**config.mk**
```make
export PLATFORM = sky130hd
export DESIGN_NAME = cave_automaton_step_flat
export DESIGN_NICKNAME = d
export VERILOG_FILES = /design/src/rtl/cas_pkg.sv /design/src/rtl/cas_line_if.sv /design/src/rtl/cas_res_if.sv /design/src/rtl/cas_cfg_if.sv /design/src/rtl/cas_gen.sv /design/src/rtl/cave_automaton_step.sv /design/src/flat_wrapper.sv
export SDC_FILE = /design/constraint.sdc
export NUM_CORES = 2
export LEC_CHECK = 0
export BUFFER_PORTS_ARGS = -buffer_cell sky130_fd_sc_hd__buf_4
export CELL_PAD_IN_SITES_DETAIL_PLACEMENT = 1
export CELL_PAD_IN_SITES_GLOBAL_PLACEMENT = 1
export CORE_MARGIN = 3
export CORE_UTILIZATION = 47
export CTS_BUF_LIST = sky130_fd_sc_hd__clkbuf_4 sky130_fd_sc_hd__clkbuf_8
export CTS_CLUSTER_SIZE = 20
export DETAILED_ROUTE_END_ITERATION = 16
export PLACE_DENSITY_LB_ADDON = 0.1
export SLEW_MARGIN = 20
export SYNTH_ARGS = -nofsm -noshare
export SYNTH_HDL_FRONTEND = slang
export SYNTH_HIERARCHICAL = 1
export SYNTH_SLANG_ARGS = --single-unit
```
**constraint.sdc**
```tcl
create_clock -name clk -period 6.9 [get_ports clk]
set_clock_uncertainty 0.05 [all_clocks]
set_input_delay 0.69 -clock clk [delete_from_list [all_inputs] [get_ports clk]]
set_output_delay 0.69 -clock clk [all_outputs]
set_load 0.005 [all_outputs]
```
**src/rtl/cas_pkg.sv**
```systemverilog
package cas_pkg;

	localparam int unsigned FIELD_W = 64;
	localparam int unsigned IDX_W   = 10;
	localparam int unsigned CNT_W   = 11;
	localparam int unsigned CELLS_W = 7;
	localparam int unsigned LIM_W   = 4;
	localparam int unsigned CFG_AW  = 4;
	localparam int unsigned CFG_DW  = 11;

	typedef enum logic [CFG_AW-1:0] {
		REG_SURVIVE = 4'd0,
		REG_BIRTH   = 4'd1,
		REG_FRAME   = 4'd2,
		REG_CELLS   = 4'd3
	} cfg_reg_t;

	localparam logic [LIM_W-1:0]   SURVIVE_RST = 4'd1;
	localparam logic [LIM_W-1:0]   BIRTH_RST   = 4'd4;
	localparam logic [CNT_W-1:0]   FRAME_RST   = 11'd100;
	localparam logic [CELLS_W-1:0] CELLS_RST   = 7'd42;

	localparam logic [CNT_W-1:0]   FRAME_MIN = 11'd2;
	localparam logic [CNT_W-1:0]   FRAME_MAX = 11'd1024;
	localparam logic [CELLS_W-1:0] CELLS_MIN = 7'd3;

	typedef struct packed {
		logic [FIELD_W-1:0] bits;
		logic [IDX_W-1:0]   idx;
		logic               run_last;
		logic               frame_last;
	} res_t;

endpackage

```
**src/rtl/cas_line_if.sv**
```systemverilog
interface cas_line_if
	import cas_pkg::*;
();
	logic               valid;
	logic               ready;
	logic [FIELD_W-1:0] line_bits;

	modport source (output valid, output line_bits, input ready);
	modport sink   (input valid, input line_bits, output ready);
endinterface

```
**src/rtl/cas_res_if.sv**
```systemverilog
interface cas_res_if
	import cas_pkg::*;
();
	logic               valid;
	logic               ready;
	logic [FIELD_W-1:0] new_line_bits;
	logic [IDX_W-1:0]   line_index;
	logic               run_last;
	logic               frame_last;

	modport source (output valid, output new_line_bits, output line_index,
		output run_last, output frame_last, input ready);
	modport sink   (input valid, input new_line_bits, input line_index,
		input run_last, input frame_last, output ready);
endinterface

```
**src/rtl/cas_cfg_if.sv**
```systemverilog
interface cas_cfg_if
	import cas_pkg::*;
();
	logic              valid;
	logic              ready;
	logic [CFG_AW-1:0] index;
	logic [CFG_DW-1:0] data;

	modport source (output valid, output index, output data, input ready);
	modport sink   (input valid, input index, input data, output ready);
endinterface

```
**src/rtl/cas_gen.sv**
```systemverilog
module cas_gen
	import cas_pkg::*;
#(
	parameter int unsigned LINE_LEN = 64
) (
	input  logic [LINE_LEN-1:0] above,
	input  logic [LINE_LEN-1:0] mid,
	input  logic [LINE_LEN-1:0] below,
	input  logic [LINE_LEN-1:0] mask,
	input  logic [LIM_W-1:0]    survive_lim,
	input  logic [LIM_W-1:0]    birth_lim,
	output logic [LINE_LEN-1:0] nxt
);
	// cells past the active width read as alive
	logic [LINE_LEN-1:0] ea, em, eb;
	logic [LINE_LEN-1:0] al, ar, ml, mr, bl, br;

	assign ea = above | ~mask;
	assign em = mid | ~mask;
	assign eb = below | ~mask;

	assign al = {ea[LINE_LEN-2:0], 1'b1};
	assign ar = {1'b1, ea[LINE_LEN-1:1]};
	assign ml = {em[LINE_LEN-2:0], 1'b1};
	assign mr = {1'b1, em[LINE_LEN-1:1]};
	assign bl = {eb[LINE_LEN-2:0], 1'b1};
	assign br = {1'b1, eb[LINE_LEN-1:1]};

	for (genvar k = 0; k < LINE_LEN; k++) begin : g_cell
		logic [LIM_W-1:0] cnt;
		logic [LIM_W-1:0] lim;
		assign cnt = LIM_W'(al[k]) + LIM_W'(ea[k]) + LIM_W'(ar[k])
			+ LIM_W'(ml[k]) + LIM_W'(mr[k])
			+ LIM_W'(bl[k]) + LIM_W'(eb[k]) + LIM_W'(br[k]);
		assign lim = mid[k] ? survive_lim : birth_lim;
		assign nxt[k] = mask[k] & (cnt >= lim);
	end
endmodule

```
**src/rtl/cave_automaton_step.sv**
```systemverilog
// An accepted line is registered into the s1 stage, and its first result then into the output register.
// One line per cycle while the result side takes results; the final line of a frame yields two
// results, so the input waits while the second one sits in the hold slot.
// The first line of a frame only fills the line buffers and gives no result.
// Reset (arst_n low) clears the line counter, sets the upper line to all ones,
// loads the register defaults and empties the pipeline.
module cave_automaton_step
	import cas_pkg::*;
#(
	parameter int unsigned LINE_LEN = 64
) (
	input  logic          clk,
	input  logic          arst_n,
	cas_line_if.sink      line,
	cas_res_if.source     result,
	cas_cfg_if.sink       cfg
);
	logic [LIM_W-1:0]   survive_q, birth_q;
	logic [CNT_W-1:0]   frame_q;
	logic [CELLS_W-1:0] cells_q;

	logic [LINE_LEN-1:0] upper_q, middle_q;
	logic [CNT_W-1:0]    cnt_q;

	logic                valid_s1, two_s1;
	logic [LINE_LEN-1:0] up_s1, mid_s1, cur_s1;
	logic [IDX_W-1:0]    idx_s1;

	logic out_v_q, hold_v_q;
	res_t out_q, hold_q;

	logic [CELLS_W-1:0]  width;
	logic [LINE_LEN-1:0] mask, cur, gen_a, gen_b;
	logic [CNT_W-1:0]    frame;
	logic                acc, last, adv, pop;
	res_t                res_a, res_b;

	assign cfg.ready = 1'b1;

	always_ff @(posedge clk or negedge arst_n) begin
		if (!arst_n) begin
			survive_q <= SURVIVE_RST;
			birth_q   <= BIRTH_RST;
			frame_q   <= FRAME_RST;
			cells_q   <= CELLS_RST;
		end else if (cfg.valid) begin
			unique case (cfg.index)
				REG_SURVIVE: survive_q <= cfg.data[LIM_W-1:0];
				REG_BIRTH:   birth_q   <= cfg.data[LIM_W-1:0];
				REG_FRAME:   frame_q   <= cfg.data[CNT_W-1:0];
				REG_CELLS:   cells_q   <= cfg.data[CELLS_W-1:0];
				default: ;
			endcase
		end
	end

	always_comb begin
		if (cells_q < CELLS_MIN)
			width = CELLS_MIN;
		else if (cells_q > CELLS_W'(LINE_LEN))
			width = CELLS_W'(LINE_LEN);
		else
			width = cells_q;
		if (frame_q < FRAME_MIN)
			frame = FRAME_MIN;
		else if (frame_q > FRAME_MAX)
			frame = FRAME_MAX;
		else
			frame = frame_q;
	end

	for (genvar k = 0; k < LINE_LEN; k++) begin : g_mask
		assign mask[k] = CELLS_W'(k) < width;
	end

	assign cur  = line.line_bits[LINE_LEN-1:0] & mask;
	assign last = cnt_q >= (frame - 11'd1);

	assign pop  = out_v_q & result.ready;
	assign adv  = valid_s1 & ~hold_v_q & (~out_v_q | pop);
	assign line.ready = ~valid_s1 | adv;
	assign acc  = line.valid & line.ready;

	// line buffers and counter
	always_ff @(posedge clk or negedge arst_n) begin
		if (!arst_n) begin
			upper_q <= '1;
			cnt_q   <= '0;
		end else if (acc) begin
			if (cnt_q == '0) begin
				upper_q <= '1;
				cnt_q   <= 11'd1;
			end else if (last) begin
				upper_q <= '1;
				cnt_q   <= '0;
			end else begin
				upper_q <= middle_q;
				cnt_q   <= cnt_q + 11'd1;
			end
		end
	end

	always_ff @(posedge clk) begin
		if (acc)
			middle_q <= cur;
	end

	always_ff @(posedge clk or negedge arst_n) begin
		if (!arst_n) begin
			valid_s1 <= 1'b0;
		end else if (line.ready) begin
			valid_s1 <= line.valid & (cnt_q != '0);
		end
	end

	always_ff @(posedge clk) begin
		if (acc) begin
			up_s1  <= upper_q;
			mid_s1 <= middle_q;
			cur_s1 <= cur;
			idx_s1 <= IDX_W'(cnt_q - 11'd1);
			two_s1 <= last;
		end
	end

	cas_gen #(.LINE_LEN(LINE_LEN)) u_gen_a (
		.above       (up_s1),
		.mid         (mid_s1),
		.below       (cur_s1),
		.mask        (mask),
		.survive_lim (survive_q),
		.birth_lim   (birth_q),
		.nxt         (gen_a)
	);

	cas_gen #(.LINE_LEN(LINE_LEN)) u_gen_b (
		.above       (mid_s1),
		.mid         (cur_s1),
		.below       ({LINE_LEN{1'b1}}),
		.mask        (mask),
		.survive_lim (survive_q),
		.birth_lim   (birth_q),
		.nxt         (gen_b)
	);

	always_comb begin
		res_a.bits       = FIELD_W'(gen_a);
		res_a.idx        = idx_s1;
		res_a.run_last   = ~two_s1;
		res_a.frame_last = 1'b0;
		res_b.bits       = FIELD_W'(gen_b);
		res_b.idx        = idx_s1 + 10'd1;
		res_b.run_last   = 1'b1;
		res_b.frame_last = 1'b1;
	end

	// output register plus a hold slot for the second result of a final line
	always_ff @(posedge clk or negedge arst_n) begin
		if (!arst_n) begin
			out_v_q  <= 1'b0;
			hold_v_q <= 1'b0;
		end else if (~out_v_q | pop) begin
			if (hold_v_q) begin
				out_v_q  <= 1'b1;
				hold_v_q <= 1'b0;
			end else begin
				out_v_q  <= adv;
				hold_v_q <= adv & two_s1;
			end
		end
	end

	always_ff @(posedge clk) begin
		if (~out_v_q | pop) begin
			if (hold_v_q) begin
				out_q <= hold_q;
			end else if (adv) begin
				out_q  <= res_a;
				hold_q <= res_b;
			end
		end
	end

	assign result.valid         = out_v_q;
	assign result.new_line_bits = out_q.bits;
	assign result.line_index    = out_q.idx;
	assign result.run_last      = out_q.run_last;
	assign result.frame_last    = out_q.frame_last;
endmodule

```
**src/flat_wrapper.sv**
```systemverilog
// flat-port wrapper written by rule: the top's interface ports become plain ports
module cave_automaton_step_flat import cas_pkg::*;
#(
	parameter int unsigned LINE_LEN = 64
)
  (clk, arst_n, line_valid, line_line_bits, line_ready, result_valid, result_new_line_bits, result_line_index, result_run_last, result_frame_last, result_ready, cfg_valid, cfg_index, cfg_data, cfg_ready);
  cas_line_if line_i ();
  cas_res_if result_i ();
  cas_cfg_if cfg_i ();
  input  logic clk;
  input  logic arst_n;
  input wire logic [$bits(line_i.valid)-1:0] line_valid;
  input wire logic [$bits(line_i.line_bits)-1:0] line_line_bits;
  output wire logic [$bits(line_i.ready)-1:0] line_ready;
  output wire logic [$bits(result_i.valid)-1:0] result_valid;
  output wire logic [$bits(result_i.new_line_bits)-1:0] result_new_line_bits;
  output wire logic [$bits(result_i.line_index)-1:0] result_line_index;
  output wire logic [$bits(result_i.run_last)-1:0] result_run_last;
  output wire logic [$bits(result_i.frame_last)-1:0] result_frame_last;
  input wire logic [$bits(result_i.ready)-1:0] result_ready;
  input wire logic [$bits(cfg_i.valid)-1:0] cfg_valid;
  input wire logic [$bits(cfg_i.index)-1:0] cfg_index;
  input wire logic [$bits(cfg_i.data)-1:0] cfg_data;
  output wire logic [$bits(cfg_i.ready)-1:0] cfg_ready;
  assign line_i.valid = line_valid;
  assign line_i.line_bits = line_line_bits;
  assign line_ready = line_i.ready;
  assign result_valid = result_i.valid;
  assign result_new_line_bits = result_i.new_line_bits;
  assign result_line_index = result_i.line_index;
  assign result_run_last = result_i.run_last;
  assign result_frame_last = result_i.frame_last;
  assign result_i.ready = result_ready;
  assign cfg_i.valid = cfg_valid;
  assign cfg_i.index = cfg_index;
  assign cfg_i.data = cfg_data;
  assign cfg_ready = cfg_i.ready;
  cave_automaton_step #(.LINE_LEN(LINE_LEN)) u_core (.clk(clk), .arst_n(arst_n), .line(line_i), .result(result_i), .cfg(cfg_i));
endmodule
```
==> out/qor.txt <==
OUTCOME
----------------------------------------------------------------------------------------
Status                                                                      finished clean

SETUP PATH
----------------------------------------------------------------------------------------
Worst R2R Start                                                             u_core/cells_q[5]
Kind of cell adding the most delay to the critical path                      adder cells
Worst reg-to-reg path cell count                                                      20
Max stage delay on crit path                                                     0.65 ns
Cell at the slowest stage of the critical path                              sky130_fd_sc_hd__nor2_2
Slack of the worst reg-to-reg path                                               0.56 ns
Worst setup path startpoint                                                 u_core/cells_q[5]
Capture point of the worst reg-to-reg path                                  u_core/result.new_line_bits[11]
Data required time of the worst path                                             7.39 ns
Worst Setup End Kind                                                           flip-flop
Arrival time reported for the critical path endpoint                             6.82 ns
Crit path buf inv count                                                                5
Worst Setup Path Type                                                       flip-flop to flip-flop
Top cell by count, worst path                                               sky130_fd_sc_hd__inv_1
Crit-path cells                                                             nor2_2 > inv_1 > buf_4 > nor3_1 > inv_1 > o21a_1 > nand2b_1 > xor2_1 > ha_1 > fa_1 > fa_1 > ha_1 > inv_1 > fa_1 > inv_1 > ha_1 > o21ai_0 > a21o_1 > a21oi_1 > mux2_2
Largest fanout on the critical path                                                   20
Worst Setup Start Kind                                                         flip-flop

HOLD PATH
----------------------------------------------------------------------------------------
Min-delay worst type                                                        input port to flip-flop
Hold wc startpoint                                                          line_line_bits[56]
Hold Path Cell Cnt                                                                     2
Endpoint of the worst hold-timing path                                      u_core/cur_s1[56]

ROUTE
----------------------------------------------------------------------------------------
Number of DRC markers in iteration 0                                                1893
Routed WL                                                                      163700 um
Per-cell routed wire length                                                     22.46 um
Vias post-DR                                                                       40670
DRT antenna net count                                                                  0
Number of optimization iterations in the first detailed-route pass                     6
DRC                                                                                    0
Post-detailed-route via-to-cell ratio                                              5.582

STA
----------------------------------------------------------------------------------------
Number of endpoints failing setup at the final stage                                   0
Number of max-slew violations in the final report                                      0
Pin slew with the least headroom to its limit                                   1.067 ns
Tightest slew margin relative to the limit                                        28.60%
Setup repair after global routing missed its margin                                   no
Highest achievable clock rate                                                  157.8 MHz
Fin. Hold Viols                                                                        0
Time the worst path needs with I/O delays and setup                             6.336 ns
Worst hold margin                                                             0.08547 ns
Share of the clock period used by the worst path after layout                     91.82%
Setup tns final                                                                     0 ns

GRT
----------------------------------------------------------------------------------------
Largest net degree at the start of global routing                                    133
Remaining global-route overflow                                                        0
Global-route total usage across every layer                                       25.85%
Global-route track usage on met1                                                  34.17%
Antenna violations before repair                                                       4
Met3 global-route usage                                                           3.263%
Grt met2 use                                                                      44.26%
Peak-usage layer in the global routing report                                       met2
Wire length of the first global-routing pass                                   256400 um
Vias in the first global route                                                     44380

FINAL LAYOUT
----------------------------------------------------------------------------------------
Multi-input logic area                                                        41010 um^2
Fraction of the core area covered by cells at the end of the flow                 50.91%
Sequential Area                                                               13330 um^2
Number of fill cells in the layout                                                 13300
Layout-stage area growth over the synthesis result                                7.303%
Number of nets in the final layout                                                  6963
Fraction of layout cells with a size suffix above 1                               13.83%

CLOCKING
----------------------------------------------------------------------------------------
Count of hold buffers inserted by post-cts repair                                     14
Buffers inserted during post-CTS setup optimization                                    0
CTS tree                                                                           built
Maximum clock path buffer count                                                        3
Skew-Pair Late Insertion Delay                                                   0.84 ns
CTS clk-pin slew, worst paths                                                    0.06 ns
Count of cells resized by post-cts repair                                              0
CTS HTree Levels                                                                       3
Sink Count                                                                           457
Number of clock buffers inserted by TritonCTS                                        101
CTS root buf                                                                sky130_fd_sc_hd__clkbuf_8

FLOORPLAN
----------------------------------------------------------------------------------------
Die height                                                                      357.2 um
Area of the die                                                              127600 um^2
Core area                                                                    122200 um^2
Starting density of the core                                                      47.45%
I/O pin cnt                                                                          163
Num rows                                                                             128
Die Width                                                                       357.2 um

LOGIC SYNTHESIS
----------------------------------------------------------------------------------------
Count of mapped cells out of synthesis                                              5569
Mean Syn Cell Area                                                            10.41 um^2
Register area share after synthesis                                               22.93%
Synth top cells by count                                                    925 x sky130_fd_sc_hd__ha_1, 469 x sky130_fd_sc_hd__inv_1, 385 x sky130_fd_sc_hd__mux2i_1
Number of warnings printed during yosys synthesis                                      6
Total standard cell area after synthesis                                      57980 um^2
Proportion of netlist area held by the largest area contributor                   19.96%
Number of enable-type register cells in the synthesized netlist                      353
Most frequent cell after synthesis                                          sky130_fd_sc_hd__ha_1
Leading cell types by total area after synthesis                            sky130_fd_sc_hd__ha_1 20%, sky130_fd_sc_hd__edfxtp_1 18%, sky130_fd_sc_hd__fa_1 13%
Number of register bits inferred by synthesis                                        457
Count of unique library cells instantiated by Yosys                                   66
Most area-hungry cell type in the Yosys netlist                             sky130_fd_sc_hd__ha_1
Dominant register cell in the synthesized netlist                           sky130_fd_sc_hd__edfxtp_1
Async set-or-reset flop fraction in the synthesized netlist                       22.76%

PLACED DESIGN
----------------------------------------------------------------------------------------
RePlAce Congestion                                                                0.8222
Number of port buffers                                                               161
Total half-perimeter wirelength after legalization and detailed placement      113100 um

FLOW RUN
----------------------------------------------------------------------------------------
Max_cap viols                                                                          0

layout make-up:
type	instances	area share (%)
inverters	470	2.848
well taps	1625	3.268
flip-flops and latches	457	21.42
clock inverters	30	0.4425
repair buffers	215	2.870
multi-input cells	4327	65.92
clock buffers	162	3.222
diodes	1	0.004022
cell families (layout without fill, tap and decap cells):
logic type / count (synthesis) / count (layout) / share of synthesized area [%]
buffers and inverters: 875 / 877 / 6.960
and+or+nand+nor: 1079 / 1079 / 10.33
xor gates and xnor gates: 385 / 385 / 5.816
AOI/OAI and AO/OA: 854 / 854 / 9.767
muxes: 611 / 611 / 11.04
DFF: 457 / 457 / 22.93
adders and majority gates: 1307 / 1307 / 33.15
other: 1 / 92 / 0.006468
layout by cell type, fill, tap and decap left out, drive strengths merged, types with 3 or more instances in the layout:
master | synthesis | routed
nor3 | 11 | 11
nor2 | 211 | 211
xnor2 | 257 | 257
dfrtp | 32 | 32
clkbuf | 35 | 162
nor2b | 142 | 142
fa | 382 | 382
mux2i | 385 | 385
nand3 | 16 | 16
a22o | 5 | 5
a211oi | 4 | 4
ha | 925 | 925
nor4 | 3 | 3
a31oi | 110 | 110
mux2 | 226 | 226
nand2 | 157 | 157
and2 | 63 | 63
o211ai | 68 | 68
dlygate4sd3 | 0 | 14
or3 | 3 | 3
o22a | 64 | 64
o21a | 4 | 4
nand2b | 383 | 383
xor2 | 128 | 128
dfstp | 72 | 72
or3b | 68 | 68
and2b | 3 | 3
clkinv | 1 | 20
edfxtp | 353 | 353
inv | 469 | 477
buf | 370 | 201
a21o | 210 | 210
conb | 1 | 91
a21oi | 154 | 154
and3 | 7 | 7
o21ai | 219 | 219
or2 | 7 | 7
stage by stage:
stage | setup slack, ns | std cells | instance area (um^2)
2_1_floorplan | 1.671 | 5659 | 58320
3_3_place_gp | 0.7087 | 7079 | 59760
3_5_place_dp | 0.6152 | 7080 | 59790
4_1_cts | 0.6087 | 7286 | 62210
5_1_grt | 0.07295 | 7287 | 62210
6_report | 0.5645 | 7287 | 62210
registers in the layout (all words and copies together), names as in the netlist:
name	flops
u_core/hold_v_q	1
u_core/hold_q	74
u_core/result.valid	1
u_core/cells_q	7
u_core/idx_s1	10
u_core/result.line_index	10
u_core/cnt_q	11
u_core/result.new_line_bits	64
u_core/result.run_last	1
u_core/up_s1	64
u_core/birth_q	4
u_core/valid_s1	1
u_core/mid_s1	64
u_core/cur_s1	64
u_core/upper_q	64
u_core/result.frame_last	1
u_core/survive_q	4
u_core/frame_q	11
u_core/two_s1	1
how the worst max path moves through the flow:
stage	cells after the start	slack [ns]	endpoint
6_report	20	0.56	u_core/result.new_line_bits[11]
5_1_grt	20	0.07	u_core/result.new_line_bits[11]
4_1_cts	20	0.61	u_core/result.new_line_bits[11]
3_5_place_dp	20	0.62	u_core/result.new_line_bits[11]
3_3_place_gp	20	0.71	u_core/result.new_line_bits[11]
2_1_floorplan	18	1.67	u_core/result.new_line_bits[31]
layer usage:
metal,vias to the layer above,share of wire (%)
met4,0,2.8
met1,20670,46
met2,621,48
met5,-,0
li1,19140,-
met3,247,3.4
Power is left out: the tool's default activity adds up to more than one toggle a clock period on the data nets, which glitch-free logic cannot reach.
